## src/prtm_pkg.sv

```systemverilog
// ----------------------------------------------------------------------------
// prtm_pkg: shared types and constants of the power rail tamper monitor
// Holds the sample and result payload types, register indexes, reason codes
// and the reset values of the configuration registers.
// ----------------------------------------------------------------------------
package prtm_pkg;

  // Configuration register indexes
  typedef enum logic [2:0] {
    CFG_VOLTAGE_MIN  = 3'd0,
    CFG_VOLTAGE_MAX  = 3'd1,
    CFG_CURRENT_LIM  = 3'd2,
    CFG_VOLTAGE_JUMP = 3'd3,
    CFG_CURRENT_JUMP = 3'd4,
    CFG_FAILURE_LIM  = 3'd5,
    CFG_CHECK_PERIOD = 3'd6,
    CFG_EXPECTED_CFG = 3'd7
  } cfg_idx_e;

  // Reason a sample was rejected
  typedef enum logic [2:0] {
    REASON_NONE         = 3'd0,
    REASON_VOLT_WINDOW  = 3'd1,
    REASON_CURR_RANGE   = 3'd2,
    REASON_VOLT_JUMP    = 3'd3,
    REASON_CURR_JUMP    = 3'd4
  } reason_e;

  localparam int unsigned CfgIdxW  = 3;
  localparam int unsigned CfgDataW = 16;

  // Register reset values
  localparam logic [14:0] VoltageMinRst  = 15'd1300;
  localparam logic [14:0] VoltageMaxRst  = 15'd5300;
  localparam logic [14:0] CurrentLimRst  = 15'd32767;
  localparam logic [14:0] VoltageJumpRst = 15'd32767;
  localparam logic [15:0] CurrentJumpRst = 16'hFFFF;
  localparam logic [15:0] FailureLimRst  = 16'd1000;
  localparam logic [15:0] CheckPeriodRst = 16'd100;
  localparam logic [15:0] ExpectedCfgRst = 16'h399F;

  localparam logic [15:0] FailCountMax = 16'hFFFF;

  // One monitor sample
  typedef struct packed {
    logic [15:0]        bus_voltage_reg;
    logic signed [15:0] current_count;
    logic [15:0]        config_readback;
  } sample_t;

  // One result item
  typedef struct packed {
    logic               accepted;
    logic [2:0]         fail_reason;
    logic               config_mismatch;
    logic               tampered;
    logic               lockout;
    logic [15:0]        failure_count;
    logic [31:0]        accepted_reads;
    logic [14:0]        bus_voltage_mv;
    logic signed [15:0] current_out;
  } result_t;

endpackage

```

## src/prtm_if.sv

```systemverilog
// ----------------------------------------------------------------------------
// prtm channel interfaces
// Valid/ready channels for monitor samples and for result items.
// ----------------------------------------------------------------------------
interface prtm_sample_if;
  logic               valid;
  logic               ready;
  logic [15:0]        bus_voltage_reg;
  logic signed [15:0] current_count;
  logic [15:0]        config_readback;

  modport source (output valid, bus_voltage_reg, current_count, config_readback,
                  input ready);
  modport sink (input valid, bus_voltage_reg, current_count, config_readback,
                output ready);
endinterface

interface prtm_result_if;
  logic               valid;
  logic               ready;
  logic               accepted;
  logic [2:0]         fail_reason;
  logic               config_mismatch;
  logic               tampered;
  logic               lockout;
  logic [15:0]        failure_count;
  logic [31:0]        accepted_reads;
  logic [14:0]        bus_voltage_mv;
  logic signed [15:0] current_out;

  modport source (output valid, accepted, fail_reason, config_mismatch, tampered,
                  lockout, failure_count, accepted_reads, bus_voltage_mv,
                  current_out, input ready);
  modport sink (input valid, accepted, fail_reason, config_mismatch, tampered,
                lockout, failure_count, accepted_reads, bus_voltage_mv,
                current_out, output ready);
endinterface

```

## src/power_rail_tamper_monitor.sv

```systemverilog
// ----------------------------------------------------------------------------
// power_rail_tamper_monitor
// Checks power-monitor samples one per clock while results are taken. Each
// sample transfer lands in an input register; when the result register can
// load, a single pass of compare and subtract logic validates it against the
// window, range and jump limits, updates the tamper, safe-mode, failure and
// read state, and loads the result register. A new sample is taken every
// cycle while the result side keeps up, so the sustained rate is one item per
// clock; the state update in the check stage, done in a single pass, is what
// sets that rate. Configuration registers are written through the plain write
// port and must only change while idle.
// ----------------------------------------------------------------------------
module power_rail_tamper_monitor (
  input  logic                              clk_i,
  input  logic                              rst_ni,
  input  logic                              cfg_we_i,
  input  logic [prtm_pkg::CfgIdxW-1:0]      cfg_idx_i,
  input  logic [prtm_pkg::CfgDataW-1:0]     cfg_wdata_i,
  prtm_sample_if.sink                       sample_i,
  prtm_result_if.source                     result_o
);

  // Configuration registers
  logic [14:0] volt_min_q, volt_max_q, curr_lim_q, volt_jump_q;
  logic [15:0] curr_jump_q, fail_lim_q, period_q, exp_cfg_q;

  always_ff @(posedge clk_i or negedge rst_ni) begin
    if (!rst_ni) begin
      volt_min_q  <= prtm_pkg::VoltageMinRst;
      volt_max_q  <= prtm_pkg::VoltageMaxRst;
      curr_lim_q  <= prtm_pkg::CurrentLimRst;
      volt_jump_q <= prtm_pkg::VoltageJumpRst;
      curr_jump_q <= prtm_pkg::CurrentJumpRst;
      fail_lim_q  <= prtm_pkg::FailureLimRst;
      period_q    <= prtm_pkg::CheckPeriodRst;
      exp_cfg_q   <= prtm_pkg::ExpectedCfgRst;
    end else if (cfg_we_i) begin
      case (prtm_pkg::cfg_idx_e'(cfg_idx_i))
        prtm_pkg::CFG_VOLTAGE_MIN:  volt_min_q  <= cfg_wdata_i[14:0];
        prtm_pkg::CFG_VOLTAGE_MAX:  volt_max_q  <= cfg_wdata_i[14:0];
        prtm_pkg::CFG_CURRENT_LIM:  curr_lim_q  <= cfg_wdata_i[14:0];
        prtm_pkg::CFG_VOLTAGE_JUMP: volt_jump_q <= cfg_wdata_i[14:0];
        prtm_pkg::CFG_CURRENT_JUMP: curr_jump_q <= cfg_wdata_i;
        prtm_pkg::CFG_FAILURE_LIM:  fail_lim_q  <= cfg_wdata_i;
        prtm_pkg::CFG_CHECK_PERIOD: period_q    <= cfg_wdata_i;
        prtm_pkg::CFG_EXPECTED_CFG: exp_cfg_q   <= cfg_wdata_i;
        default: ;
      endcase
    end
  end

  // Handshake: input register and result register
  logic              in_valid_q, out_valid_q;
  prtm_pkg::sample_t in_q;
  prtm_pkg::result_t out_q, out_d;
  logic              out_load, in_adv, in_take;

  assign out_load = !out_valid_q || result_o.ready;
  assign in_adv   = in_valid_q && out_load;
  assign in_take  = sample_i.valid && sample_i.ready;
  assign sample_i.ready = !in_valid_q || out_load;

  always_ff @(posedge clk_i or negedge rst_ni) begin
    if (!rst_ni) begin
      in_valid_q  <= 1'b0;
      out_valid_q <= 1'b0;
    end else begin
      if (sample_i.ready) begin
        in_valid_q <= sample_i.valid;
      end
      if (out_load) begin
        out_valid_q <= in_valid_q;
      end
    end
  end

  // Capture sample payload on transfer
  always_ff @(posedge clk_i) begin
    if (in_take) begin
      in_q.bus_voltage_reg <= sample_i.bus_voltage_reg;
      in_q.current_count   <= sample_i.current_count;
      in_q.config_readback <= sample_i.config_readback;
    end
  end

  // Monitor state
  logic [14:0]        last_volt_q, last_volt_d;
  logic signed [15:0] last_curr_q, last_curr_d;
  logic               have_prev_q, have_prev_d;
  logic [15:0]        phase_q, phase_d;
  logic [31:0]        reads_q, reads_d;
  logic [15:0]        fails_q, fails_d;
  logic               tamper_q, tamper_d;
  logic               safe_q, safe_d;

  // Check pass
  logic [14:0]        volt;
  logic [14:0]        volt_diff;
  logic signed [16:0] curr_diff;
  logic [16:0]        curr_abs;
  logic [16:0]        phase_inc;
  logic [15:0]        period;
  logic               mismatch;
  prtm_pkg::reason_e  reason;

  always_comb begin
    volt      = {in_q.bus_voltage_reg[15:3], 2'b00};
    volt_diff = (volt >= last_volt_q) ? (volt - last_volt_q) : (last_volt_q - volt);
    curr_diff = 17'(in_q.current_count) - 17'(last_curr_q);
    curr_abs  = curr_diff[16] ? 17'(-curr_diff) : 17'(curr_diff);
    mismatch  = (phase_q == 16'd0) && (in_q.config_readback != exp_cfg_q);
    period    = (period_q == 16'd0) ? 16'd1 : period_q;
    phase_inc = {1'b0, phase_q} + 17'd1;

    // Checks in priority order
    if (volt < volt_min_q || volt > volt_max_q) begin
      reason = prtm_pkg::REASON_VOLT_WINDOW;
    end else if (in_q.current_count[15] || in_q.current_count[14:0] > curr_lim_q) begin
      reason = prtm_pkg::REASON_CURR_RANGE;
    end else if (have_prev_q && volt_diff > volt_jump_q) begin
      reason = prtm_pkg::REASON_VOLT_JUMP;
    end else if (have_prev_q && curr_abs > {1'b0, curr_jump_q}) begin
      reason = prtm_pkg::REASON_CURR_JUMP;
    end else begin
      reason = prtm_pkg::REASON_NONE;
    end

    // Hold state by default
    last_volt_d = last_volt_q;
    last_curr_d = last_curr_q;
    have_prev_d = have_prev_q;
    phase_d     = phase_q;
    reads_d     = reads_q;
    fails_d     = fails_q;
    tamper_d    = tamper_q || mismatch;
    safe_d      = safe_q;

    if (reason != prtm_pkg::REASON_NONE) begin
      tamper_d = 1'b1;
      if (fails_q != prtm_pkg::FailCountMax) begin
        fails_d = fails_q + 16'd1;
      end
      if (fails_d >= fail_lim_q) begin
        safe_d = 1'b1;
      end
    end else begin
      fails_d     = 16'd0;
      last_volt_d = volt;
      last_curr_d = in_q.current_count;
      have_prev_d = 1'b1;
      reads_d     = reads_q + 32'd1;
      phase_d     = (phase_inc >= {1'b0, period}) ? 16'd0 : phase_inc[15:0];
    end

    out_d.accepted        = (reason == prtm_pkg::REASON_NONE);
    out_d.fail_reason     = reason;
    out_d.config_mismatch = mismatch;
    out_d.tampered        = tamper_d;
    out_d.lockout         = safe_d;
    out_d.failure_count   = fails_d;
    out_d.accepted_reads  = reads_d;
    out_d.bus_voltage_mv  = volt;
    out_d.current_out     = in_q.current_count;
  end

  // Advance state when the checked sample moves into the result register
  always_ff @(posedge clk_i or negedge rst_ni) begin
    if (!rst_ni) begin
      last_volt_q <= '0;
      last_curr_q <= '0;
      have_prev_q <= 1'b0;
      phase_q     <= '0;
      reads_q     <= '0;
      fails_q     <= '0;
      tamper_q    <= 1'b0;
      safe_q      <= 1'b0;
    end else if (in_adv) begin
      last_volt_q <= last_volt_d;
      last_curr_q <= last_curr_d;
      have_prev_q <= have_prev_d;
      phase_q     <= phase_d;
      reads_q     <= reads_d;
      fails_q     <= fails_d;
      tamper_q    <= tamper_d;
      safe_q      <= safe_d;
    end
  end

  // Load result payload
  always_ff @(posedge clk_i) begin
    if (in_adv) begin
      out_q <= out_d;
    end
  end

  assign result_o.valid           = out_valid_q;
  assign result_o.accepted        = out_q.accepted;
  assign result_o.fail_reason     = out_q.fail_reason;
  assign result_o.config_mismatch = out_q.config_mismatch;
  assign result_o.tampered        = out_q.tampered;
  assign result_o.lockout         = out_q.lockout;
  assign result_o.failure_count   = out_q.failure_count;
  assign result_o.accepted_reads  = out_q.accepted_reads;
  assign result_o.bus_voltage_mv  = out_q.bus_voltage_mv;
  assign result_o.current_out     = out_q.current_out;

  // Tamper and safe-mode flags never clear once set
  a_sticky_flags: assert property (@(posedge clk_i) disable iff (!rst_ni)
    (tamper_q || safe_q) |=> (!$past(tamper_q) || tamper_q) && (!$past(safe_q) || safe_q))
    else $error("sticky flag cleared");

  // An accepted result reports no reason and a cleared failure count
  a_accept_clean: assert property (@(posedge clk_i) disable iff (!rst_ni)
    (result_o.valid && result_o.accepted) |->
      (result_o.fail_reason == prtm_pkg::REASON_NONE && result_o.failure_count == 16'd0))
    else $error("accepted result carries failure info");

  // A reported mismatch always shows the tamper flag
  a_mismatch_tamper: assert property (@(posedge clk_i) disable iff (!rst_ni)
    (result_o.valid && result_o.config_mismatch) |-> result_o.tampered)
    else $error("mismatch without tamper flag");

  // A new sample never overwrites one that cannot move on
  a_no_overrun: assert property (@(posedge clk_i) disable iff (!rst_ni)
    in_take |-> (!in_valid_q || in_adv))
    else $error("input register overrun");

endmodule
```

## src/flat_wrapper.sv

```systemverilog
// flat-port wrapper written by rule: the top's interface ports become plain ports
module power_rail_tamper_monitor_flat 
  (clk_i, rst_ni, cfg_we_i, cfg_idx_i, cfg_wdata_i, sample_i_valid, sample_i_bus_voltage_reg, sample_i_current_count, sample_i_config_readback, sample_i_ready, result_o_valid, result_o_accepted, result_o_fail_reason, result_o_config_mismatch, result_o_tampered, result_o_lockout, result_o_failure_count, result_o_accepted_reads, result_o_bus_voltage_mv, result_o_current_out, result_o_ready);
  prtm_sample_if sample_i_i ();
  prtm_result_if result_o_i ();
  input  logic clk_i;
  input  logic rst_ni;
  input  logic cfg_we_i;
  input  logic [prtm_pkg::CfgIdxW-1:0] cfg_idx_i;
  input  logic [prtm_pkg::CfgDataW-1:0] cfg_wdata_i;
  input wire logic [$bits(sample_i_i.valid)-1:0] sample_i_valid;
  input wire logic [$bits(sample_i_i.bus_voltage_reg)-1:0] sample_i_bus_voltage_reg;
  input wire logic [$bits(sample_i_i.current_count)-1:0] sample_i_current_count;
  input wire logic [$bits(sample_i_i.config_readback)-1:0] sample_i_config_readback;
  output wire logic [$bits(sample_i_i.ready)-1:0] sample_i_ready;
  output wire logic [$bits(result_o_i.valid)-1:0] result_o_valid;
  output wire logic [$bits(result_o_i.accepted)-1:0] result_o_accepted;
  output wire logic [$bits(result_o_i.fail_reason)-1:0] result_o_fail_reason;
  output wire logic [$bits(result_o_i.config_mismatch)-1:0] result_o_config_mismatch;
  output wire logic [$bits(result_o_i.tampered)-1:0] result_o_tampered;
  output wire logic [$bits(result_o_i.lockout)-1:0] result_o_lockout;
  output wire logic [$bits(result_o_i.failure_count)-1:0] result_o_failure_count;
  output wire logic [$bits(result_o_i.accepted_reads)-1:0] result_o_accepted_reads;
  output wire logic [$bits(result_o_i.bus_voltage_mv)-1:0] result_o_bus_voltage_mv;
  output wire logic [$bits(result_o_i.current_out)-1:0] result_o_current_out;
  input wire logic [$bits(result_o_i.ready)-1:0] result_o_ready;
  assign sample_i_i.valid = sample_i_valid;
  assign sample_i_i.bus_voltage_reg = sample_i_bus_voltage_reg;
  assign sample_i_i.current_count = sample_i_current_count;
  assign sample_i_i.config_readback = sample_i_config_readback;
  assign sample_i_ready = sample_i_i.ready;
  assign result_o_valid = result_o_i.valid;
  assign result_o_accepted = result_o_i.accepted;
  assign result_o_fail_reason = result_o_i.fail_reason;
  assign result_o_config_mismatch = result_o_i.config_mismatch;
  assign result_o_tampered = result_o_i.tampered;
  assign result_o_lockout = result_o_i.lockout;
  assign result_o_failure_count = result_o_i.failure_count;
  assign result_o_accepted_reads = result_o_i.accepted_reads;
  assign result_o_bus_voltage_mv = result_o_i.bus_voltage_mv;
  assign result_o_current_out = result_o_i.current_out;
  assign result_o_i.ready = result_o_ready;
  power_rail_tamper_monitor u_core (.clk_i(clk_i), .rst_ni(rst_ni), .cfg_we_i(cfg_we_i), .cfg_idx_i(cfg_idx_i), .cfg_wdata_i(cfg_wdata_i), .sample_i(sample_i_i), .result_o(result_o_i));
endmodule
```

## config.mk

```make
export PLATFORM = sky130hd
export DESIGN_NAME = power_rail_tamper_monitor_flat
export DESIGN_NICKNAME = d
export VERILOG_FILES = /design/src/prtm_pkg.sv /design/src/prtm_if.sv /design/src/power_rail_tamper_monitor.sv /design/src/flat_wrapper.sv
export SDC_FILE = /design/constraint.sdc
export NUM_CORES = 1
export LEC_CHECK = 0
export BUFFER_PORTS_ARGS = -buffer_cell sky130_fd_sc_hd__buf_4
export CORE_UTILIZATION = 45
export DETAILED_ROUTE_END_ITERATION = 12
export HOLD_SLACK_MARGIN = 0.08
export PLACE_DENSITY = 0.65
export SYNTH_ARGS = -nofsm -noshare
export SYNTH_HDL_FRONTEND = slang
export SYNTH_SLANG_ARGS = --single-unit
```

## constraint.sdc

```tcl
create_clock -name clk_i -period 6.88 [get_ports clk_i]
set_input_delay 0.688 -clock clk_i [delete_from_list [all_inputs] [get_ports clk_i]]
set_output_delay 0.688 -clock clk_i [all_outputs]
set_load 0.03 [all_outputs]
```

==> metrics, run 1 <==
status=complete, no violations; minimum clock period=approximately 6000 ps; reg2reg setup slack=roughly 860 ps; adder-cell area share of the yosys netlist=0.0991; worst r2r path cells=21; Flop pwr share=0.345; first-pass GRT wire length=~70,000 um; post-synthesis sequential element count=about 350; post-synthesis cell count=about 1,800; Total GRT Usage=0.210; max-cap violations=0; Synth top cells by count=169 x inv_1, 163 x nand2_1, 148 x ha_1, 147 x dfrtp_1, 129 x edfxtp_1; Clock Power Share=0.270; RSZ-0062 raised after global routing=false; NetSw=2860 uW; top cells by area, synth=edfxtp_1 20%, dfrtp_1 19%, dfstp_2 10%, ha_1 9.6%, mux2_2 5.2%; deepest clock path buffer count=3; PD cells=roughly 370 nW/um2; Reg clk slew, reported paths=roughly 60 ps; Avg Cell Area, Syn=between 10 and 15 um2; post-synthesis mux area share=0.0601; sw frac=0.350; Post-synth EDFFs=129; Final TNS setup=0 ps; Post-DP Area=21,000 um2; XOR/XNOR Fraction of Synth Area=0.0608; post-synthesis sequential area ratio=0.494; Vias=~13,000; hold_buf cts=0; remaining antenna violation count=0; DRC=0; largest net degree at the start of global routing=around 110; Starting Density=0.458; GRT overflow=0; Mapped Area=approximately 19,000 um2; delay of the slowest cell on the worst path=630 ps; most frequent cell after synthesis=inv_1; Die Area=43,700 um2; simple-gate share of the synthesized area=0.125; Worst slew margin=0.295; share of cells above drive strength 1=0.220; leakage=0.00990 uW; Internal=5310 uW; GPL Wtd Cong=about 0.88; Setup crit end kind=flop; setup bufs post-CTS=0; Comb pwr share=0.385; critical setup path kind=reg2reg; Compound-Gate Fraction of Synth Area=0.112; drt pass-1 iters=8; Layout Area Growth over Synthesis=15.8%; clock latency on the worst-skew pair=~570 ps; top_reg_cell synth=dfrtp_1; Root Buffer=clkbuf_16; Post-CTS Resized=0; Vert. Die Dim=209 um; startpoint types=flop; final net count=around 2,200; Hold Crit Class=in2async; Final Util=0.530; Slowest-stage cell, CP=a211o_2; crit path cell chain=inv_1 > ha_1 > fa_1 > nor2b_1 > o22ai_1 > xnor2_1 > a2111oi_1 > and4bb_1 > o2111a_2 > nor2_1 > xnor2_1 > ha_1 > a2111oi_0 > o21ai_0 > a21oi_1 > inv_1 > o2111ai_1 > nand4b_1 > a211o_2 > buf_4 > mux2_1; wire length per cell=~18 um; DR vias/cell=5.38; PortBufs=between 150 and 200; skew final=roughly 19 ps; R2R Path End=u_core.last_volt_q[14]; period utilization=0.875; worst r2r src=u_core.in_q[16]; DRT iter0 DRCs=933; Async SR Flop Fraction=0.632; Yosys top cell by area=edfxtp_1; largest family of logic cells by synthesized area=simple AND/OR/NAND/NOR gates; fmax=approximately 170 MHz; count of different cell masters after synthesis=83; Slew @ Worst Pin=roughly 1100 ps; antenna violations before repair=3; CTS tree=yes; FP Rows=75; Final setup viols=0; core area=between 40,000 and 50,000 um2; Post-Route WL=about 45,000 um; Clock Sinks=351; Detail Placement HPWL=about 32,000 um; Synth top area share=0.201; Synth warnings=0; max-slew violation count=0; Fin. Hold Viols=0; Worst VDD drop=about 0.00026 V; vias in the first global route=roughly 13,000; Worst Path Arrival=between 6000 and 7000 ps; Final Cell Area=22,300 um2; CTS Buf Count=39; Critical Path RT=between 7000 and 8000 ps; width of the die=between 200 and 250 um; H-Tree Depth=2; Worst Path Max Fanout=33; I/O pins=160
-- power by group through the flow --
| stage | registers, uW | logic (uW) | clock network (uW) |
|---|---|---|---|
| final | 2820 | 3140 | 2210 |
| after global routing | 2860 | 3530 | 2350 |
| after CTS | 2820 | 3150 | 2270 |
| after detailed placement | 2850 | 3130 | 0 |
| after global placement | 2840 | 3030 | 0 |
| after floorplan | 2890 | 2310 | 0 |
-- sequential cells by signal (all words and copies together) (netlist names), 3 cells and up --
signal / cells
u_core.curr_jump_q: 16
u_core.curr_lim_q: 15
u_core.exp_cfg_q: 16
u_core.fail_lim_q: 16
u_core.fails_q: 16
u_core.in_q: 45
u_core.last_curr_q: 16
u_core.last_volt_q: 13
u_core.period_q: 16
u_core.phase_q: 16
u_core.reads_q: 32
u_core.result_o.accepted_reads: 32
u_core.result_o.bus_voltage_mv: 13
u_core.result_o.current_out: 16
u_core.result_o.fail_reason: 3
u_core.result_o.failure_count: 16
u_core.volt_jump_q: 15
u_core.volt_max_q: 15
u_core.volt_min_q: 15
-- placed cells by master, fill, tap and decap left out, drive strengths merged, types with 11 or more instances in the layout --
master | netlist | final
nand2b | 23 | 23
clkinv | 0 | 11
o31ai | 11 | 11
and4 | 11 | 11
edfxtp | 129 | 129
o21ai | 119 | 119
dfrtp | 147 | 147
nor3 | 18 | 18
o21bai | 11 | 11
a21o | 47 | 47
mux2 | 94 | 94
and3 | 29 | 29
xor2 | 18 | 18
a31oi | 13 | 13
xnor2 | 115 | 115
nand3 | 55 | 55
nand2 | 163 | 163
inv | 169 | 170
buf | 22 | 169
ha | 148 | 148
o21a | 13 | 13
nor2 | 70 | 70
and2 | 11 | 11
dfstp | 75 | 75
nand4 | 33 | 33
nor2b | 21 | 21
or2 | 11 | 11
clkbuf | 39 | 55
a21oi | 41 | 41
-- worst max path at each step --
stage / from / end / slack [ps] / cells after the start
5_1_grt: u_core.in_q[25] / u_core.result_o.accepted_reads[20] / 240 / 20
2_1_floorplan: u_core.in_q[44] / u_core.reads_q[20] / 1790 / 21
3_3_place_gp: u_core.in_q[25] / u_core.last_volt_q[14] / 960 / 19
3_5_place_dp: u_core.in_q[16] / u_core.last_volt_q[14] / 890 / 21
4_1_cts: u_core.in_q[25] / u_core.last_volt_q[14] / 850 / 19
6_report: u_core.in_q[16] / u_core.last_volt_q[14] / 860 / 21
-- metrics by stage --
step	setup WS [ps]	hold slack [ps]	std cells	power, uW
final	857	195	2501	8170
after global routing	237	258	2501	8740
after CTS	853	234	2498	8240
after detailed placement	890	438	2426	5980
after global placement	960	432	2426	5870
after floorplan	1790	392	1779	5200
-- logic make-up after synthesis --
logic type               Yosys count
other                              1
flip-flops                       351
AND/OR/NAND/NOR                  480
multiplexers                     104
XOR/XNOR                         133
AO/OA/AOI/OAI                    328
adder cells (fa/ha/maj)          151
buffers and inverters            230
-- critical path, delay by kind of cell, from the launching register on --
| family | cells | cell delay, ps |
|---|---|---|
| buffers and inverters | 3 | 490 |
| multiplexers | 1 | 350 |
| AND/OR/NAND/NOR | 4 | 910 |
| adder cells (fa/ha/maj) | 3 | 930 |
| flip-flops | 1 | 340 |
| AO/OA/AOI/OAI | 8 | 2490 |
| XOR/XNOR | 2 | 400 |
-- cell type report --
| type | instances | area [um2] |
|---|---|---|
| fillers | 3677 | 19800 |
| flip-flops and latches | 351 | 9520 |
| multi-input cells | 1198 | 8860 |
| repair buffers | 169 | 1280 |
| clock buffers | 55 | 1120 |
| well taps | 539 | 674 |
| inverters | 169 | 637 |
| clock inverters | 17 | 245 |
| diodes | 3 | 7.51 |
-- metal layers --
| layer | vias to the layer above | track usage | wire length [um] |
|---|---|---|---|
| met5 | - | 0 | 0 |
| met2 | 291 | 0.343 | 21100 |
| met4 | 0 | 0.0616 | 996 |
| met3 | 66 | 0.0335 | 2170 |
| met1 | 6540 | 0.287 | 21100 |
| li1 | 6561 | - | - |
Note: power is estimated with default switching activity, not from simulation.
==> run 2: changes to the inputs <==
--- a/config.mk
+++ b/config.mk
@@ -10,6 +10,7 @@
 export DETAILED_ROUTE_END_ITERATION = 12
 export HOLD_SLACK_MARGIN = 0.08
 export PLACE_DENSITY = 0.65
+export RECOVER_POWER = 50
 export SYNTH_ARGS = -nofsm -noshare
 export SYNTH_HDL_FRONTEND = slang
 export SYNTH_SLANG_ARGS = --single-unit
==> run 2 against run 1 <==
Effect of this change: the run now ends with capacitance limit, slew limit left; non-clock buffer count is the same; final cell count is essentially flat; clock-buffer cell count is the same; register-to-register slack lost 30 ps; critical path type unchanged; largest power group unchanged; highest routed layer unchanged.
==> metrics, run 2 (synthesized netlist as in run 1, its figures left out) <==
Final TNS setup=0 ps; Hold Crit Class=in2reg; final net count=roughly 2,200; most frequent cells in the layout=168 x inv_1, 163 x nand2_1, 148 x ha_1, 147 x dfrtp_1, 129 x edfxtp_1; Reg clk slew, reported paths=~60 ps; H-Tree Depth=2; startpoint types=flop; core area=42,100 um2; Starting Density=0.458; DR vias/cell=between 5 and 6; minimum clock period=about 6000 ps; Worst Path Max Fanout=36; drt pass-1 iters=7; max-slew violation count=~150; failing checks=capacitance limit, slew limit; vias in the first global route=roughly 13,000; Post-CTS Resized=0; skew final=20.0 ps; final hold slack=316 ps; PD cells=roughly 370 nW/um2; Worst Path Arrival=about 6400 ps; deepest clock path buffer count=3; commonest non-fill, non-tap cell in the layout=inv_1; I/O pins=between 150 and 200; width of the die=around 210 um; PortBufs=154; CTS tree=yes; Vert. Die Dim=around 210 um; hold_buf cts=0; Slew @ Worst Pin=5180 ps; largest net degree at the start of global routing=107; Vias=about 13,000; Final setup viols=0; DRT iter0 DRCs=912; clock latency on the worst-skew pair=570 ps; max-cap violations=2; Worst slew margin=-2.45; period utilization=0.880; filler instances=between 3,000 and 4,000; Total GRT Usage=0.210; setup bufs post-CTS=0; RSZ-0062 raised after global routing=false; share of cells above drive strength 1=0.210; Detail Placement HPWL=approximately 32,000 um; Worst VDD drop=about 0.00026 V; Clock Sinks=around 350; largest reg by FF count=u_core.in_q; register area=9520 um2; Post-Route WL=45,300 um; FP Rows=between 70 and 80; critical setup path kind=reg2reg; Layout Area Growth over Synthesis=15.4%; Setup crit end kind=flop; leakage=just under 0.01 uW; wire length per cell=between 15 and 20 um; area occupied by multi-input gates=approximately 8800 um2; max FFs per register=45; fmax=165 MHz; Critical Path RT=7180 ps; CTS Buf Count=39; GPL Wtd Cong=approximately 0.9; GRT overflow=0; Fin. Hold Viols=0; first-pass GRT wire length=a little over 70,000 um; Root Buffer=clkbuf_16; remaining antenna violation count=0; status=finished, violations left; antenna violations before repair=3; Die Area=43,700 um2; DRC=0
[run 2: per-stage QoR]
stage                      util  worst slack (ps)  area [um2]  total power [uW]  cells
final                     0.529               829       22300              8160   2502
after global routing      0.528              77.4       22300              8740   2501
after CTS                 0.530               853       22300              8240   2498
after detailed placement  0.498               890       21000              5980   2426
after global placement    0.498               960       21000              5870   2426
after floorplan               -              1790       19300              5200   1779
[run 2: cell type report]
class / count / share of cell area
clock inverter: 17 / 0.0110
timing repair buffer: 169 / 0.0546
multi-input combinational: 1198 / 0.397
inverter: 169 / 0.0286
clock buffer: 55 / 0.0502
tap: 539 / 0.0303
antenna: 4 / 0.000449
sequential: 351 / 0.428
[run 2: critical path, stage by stage (launching register included)]
cell and delay [ps]:
edfxtp_1 490, ha_1 470, nand2_1 120, o311a_1 380, nor4b_1 160, a21oi_1 310
nand2_1 130, a31oi_1 630, nor2_1 140, xnor2_1 210, ha_1 310, a2111oi_0 390
o21ai_0 140, a21oi_1 140, inv_1 70, o2111ai_1 200, nand4b_1 290, a21oi_4 450
buf_4 430, nand4_1 160, xnor2_1 150
[run 2: worst paths after layout]
kind | end | cells after the start | slack [ps] | from
max in group asynchronous | u_core.last_volt_q[10] | 2 | 1280 | rst_ni
worst max-delay path | u_core.result_o.accepted_reads[20] | 20 | 830 | u_core.in_q[25]
min in group asynchronous | u_core.phase_q[7] | 1 | 2280 | rst_ni
worst min-delay path | u_core.in_q[21] | 1 | 320 | sample_i_current_count[5]
worst min register to register | u_core.result_o.current_out[0] | 0 | 450 | u_core.in_q[16]
worst max register to register | u_core.result_o.accepted_reads[20] | 20 | 830 | u_core.in_q[25]
[run 2: routing by layer]
| metal | share of wire | up-vias | global-route usage | routed length, um |
|---|---|---|---|---|
| met2 | 0.47 | 289 | 0.343 | 21100 |
| met5 | 0 | - | 0 | 0 |
| met1 | 0.46 | 6506 | 0.287 | 21000 |
| li1 | - | 6566 | - | - |
| met4 | 0.022 | 0 | 0.0616 | 1000 |
| met3 | 0.049 | 66 | 0.0335 | 2210 |
[run 2: power by group]
group | internal [uW] | total [uW] | switching (uW)
clock network | 1330 | 2210 | 876
logic | 1370 | 3140 | 1770
registers | 2600 | 2820 | 214
total | 5310 | 8160 | 2860
==> run 3: changes to the inputs <==
--- a/config.mk
+++ b/config.mk
@@ -5,6 +5,7 @@
 export SDC_FILE = /design/constraint.sdc
 export NUM_CORES = 1
 export LEC_CHECK = 0
+export ABC_AREA = 1
 export BUFFER_PORTS_ARGS = -buffer_cell sky130_fd_sc_hd__buf_4
 export CORE_UTILIZATION = 45
 export DETAILED_ROUTE_END_ITERATION = 12
==> run 3 against run 2 <==
Effect of this change: the flow still finishes with violations (capacitance limit, slew limit); core utilization barely moved; clock power is 2% lower; critical path depth rose by 11; wire length increased by 6.4%; global-route usage is 1.2 points higher; sequential power rose by 2%; non-clock buffer count shrank 2; setup slack improved by 530 ps; via count grew 17%; synthesized area is 2.9% higher; critical path type unchanged.
==> metrics, run 3 <==
Setup crit end kind=flop; worst r2r path cells=31; Critical Path RT=7360 ps; final net count=roughly 2,700; Post-synth EDFFs=between 100 and 150; period utilization=0.803; Flop pwr share=0.334; Synth top area share=0.195; Mapped Area=around 20,000 um2; Post-CTS Resized=0; setup bufs post-CTS=0; DP Worst Slack=between 1000 and 1500 ps; Slew @ Worst Pin=~4300 ps; Hold Crit Class=in2reg; Detail Placement HPWL=~34,000 um; share of cells above drive strength 1=0.134; first-pass GRT wire length=78,400 um; Clock Power Share=0.251; sw frac=0.389; Starting Density=0.459; most frequent cell after synthesis=nand2_1; GRT overflow=0; RSZ-0062 raised after global routing=false; drt pass-1 iters=5; DR vias/cell=about 5.0; H-Tree Depth=2; worst setup margin=approximately 1400 ps; top_reg_cell synth=dfrtp_1; count of different cell masters after synthesis=54; Worst slew margin=-1.85; Clock Sinks=351; clock latency on the worst-skew pair=560 ps; commonest non-fill, non-tap cell in the layout=nand2_1; Worst Path Arrival=6000 ps; hold path endpoint=u_core.in_q[5]; wire length per cell=approximately 16 um; cell family with most CP delay=simple AND/OR/NAND/NOR gates; largest net degree at the start of global routing=80; remaining antenna violation count=0; width of the die=approximately 210 um; WHS Path Cells=1; vias in the first global route=~15,000; antenna violations before repair=2; Final setup viols=0; CTS Buf Count=39; Vias=15,600; PortBufs=roughly 150; Avg Cell Area, Syn=approximately 8.4 um2; minimum clock period=between 5000 and 6000 ps; Slowest-stage cell, CP=edfxtp_1; GPL Wtd Cong=~0.91; largest reg by FF count=u_core.in_q; startpoint types=flop; Total GRT Usage=0.222; hold_sp=sample_i_config_readback[5]; post-synthesis cell count=approximately 2,300; NetSw=~3400 uW; top cells by area, synth=edfxtp_1 20%, dfrtp_1 19%, nand2_1 12%, dfstp_2 9.9%, ha_1 9.3%; CTS tree=yes; post-synthesis sequential area ratio=0.480; FP Rows=76; core area=about 43,000 um2; Async SR Flop Fraction=0.632; reg2reg setup slack=1360 ps; Reg clk slew, reported paths=~60 ps; Synth top cells by count=642 x nand2_1, 348 x inv_1, 170 x o21ai_0, 148 x ha_1, 147 x dfrtp_1; hold_buf cts=0; Root Buffer=clkbuf_16; I/O pins=160; delay of the slowest cell on the worst path=between 500 and 600 ps; most frequent cells in the layout=641 x nand2_1, 346 x inv_1, 170 x o21ai_0, 148 x ha_1, 147 x dfrtp_1; Fin. Hold Viols=0; Internal=5260 uW; max-cap violations=5; status=finished, violations left; Worst VDD drop=around 0.00022 V; DRC=0; max FFs per register=45; PD cells=377 nW/um2; cell mode on critical path=nand2_1; Die Area=about 45,000 um2; Post-Route WL=between 40,000 and 50,000 um; failing checks=capacitance limit, slew limit; max-slew violation count=335; Comb pwr share=0.415; DRT iter0 DRCs=just under 1,000; Layout Area Growth over Synthesis=15.1%; fmax=181 MHz; Vert. Die Dim=212 um; critical setup path kind=reg2reg; Final TNS setup=0 ps; Worst Path Max Fanout=53; Synth warnings=0; deepest clock path buffer count=3; skew final=about 17 ps; Yosys top cell by area=edfxtp_1; Buf/Inv on CP=4; leakage=roughly 0.011 uW; R2R Path End=u_core.phase_q[13]; worst r2r src=u_core.in_q[42]; post-synthesis sequential element count=about 350
[run 3: cell types whose count changed after synthesis, moves of 30 or more]
cell	before	now
xnor2_1	114	25
a21o_1	47	1
o21ai_1	1	53
xor2_1	18	58
a21oi_1	39	96
mux2_2	89	0
nand2_1	163	642
nor2_1	69	126
o21ai_0	118	170
inv_1	169	348
nand3_1	55	85
[run 3: power groups by stage]
| stage | sequential, uW | combinational [uW] | clock [uW] |
|---|---|---|---|
| 2_1_floorplan | 2990 | 2580 | 0 |
| 3_3_place_gp | 2900 | 3470 | 0 |
| 3_5_place_dp | 2910 | 3560 | 0 |
| 4_1_cts | 2880 | 3580 | 2220 |
| 5_1_grt | 2930 | 4120 | 2290 |
| 6_report | 2880 | 3570 | 2160 |
[run 3: layout make-up]
cell class	instances	area [um2]
Antenna cell	1	2.50
Clock buffer	51	1110
Fill cell	3987	20400
Timing Repair Buffer	167	1250
Inverter	357	1340
Multi-Input combinational cell	1576	8670
Tap cell	585	732
Clock inverter	20	213
Sequential cell	351	9520
[run 3: per-stage QoR]
| stage | hold slack [ps] | power (uW) | instances | instance area (um2) | util |
|---|---|---|---|---|---|
| 2_1_floorplan | 392 | 5570 | 2350 | 19800 | - |
| 3_3_place_gp | 433 | 6360 | 3036 | 21600 | 0.498 |
| 3_5_place_dp | 452 | 6470 | 3036 | 21600 | 0.498 |
| 4_1_cts | 114 | 8680 | 3107 | 22900 | 0.529 |
| 5_1_grt | 305 | 9340 | 3107 | 22800 | 0.528 |
| 6_report | 327 | 8610 | 3108 | 22800 | 0.528 |
[run 3: routing by layer]
layer / up-vias / wire [um] / global-route usage
met3: 75 / 2200 / 0.0322
li1: 7882 / - / -
met4: 0 / 1310 / 0.0790
met1: 7354 / 21900 / 0.293
met5: - / 0 / 0
met2: 337 / 22800 / 0.371
[run 3: how the worst max path moves through the flow]
stage,from,end,slack (ps),cells after the start
after floorplan,u_core.in_q[41],u_core.result_o.accepted_reads[0],2640,30
after global placement,u_core.in_q[41],u_core.last_volt_q[13],1390,31
after detailed placement,u_core.in_q[42],u_core.phase_q[13],1350,31
after CTS,u_core.in_q[42],u_core.phase_q[11],1330,31
after global routing,rst_ni,u_core.phase_q[10],520,2
final,u_core.in_q[42],u_core.phase_q[13],1360,31
[run 3: logic make-up after synthesis]
group / Yosys count / share of synthesized area
adder cells (fa/ha/maj): 151 / 0.0963
AO/OA/AOI/OAI: 353 / 0.0941
multiplexers: 2 / 0.00101
other: 1 / 0.000189
flip-flops: 351 / 0.480
buffers and inverters: 423 / 0.0839
AND/OR/NAND/NOR: 984 / 0.207
XOR/XNOR: 84 / 0.0375
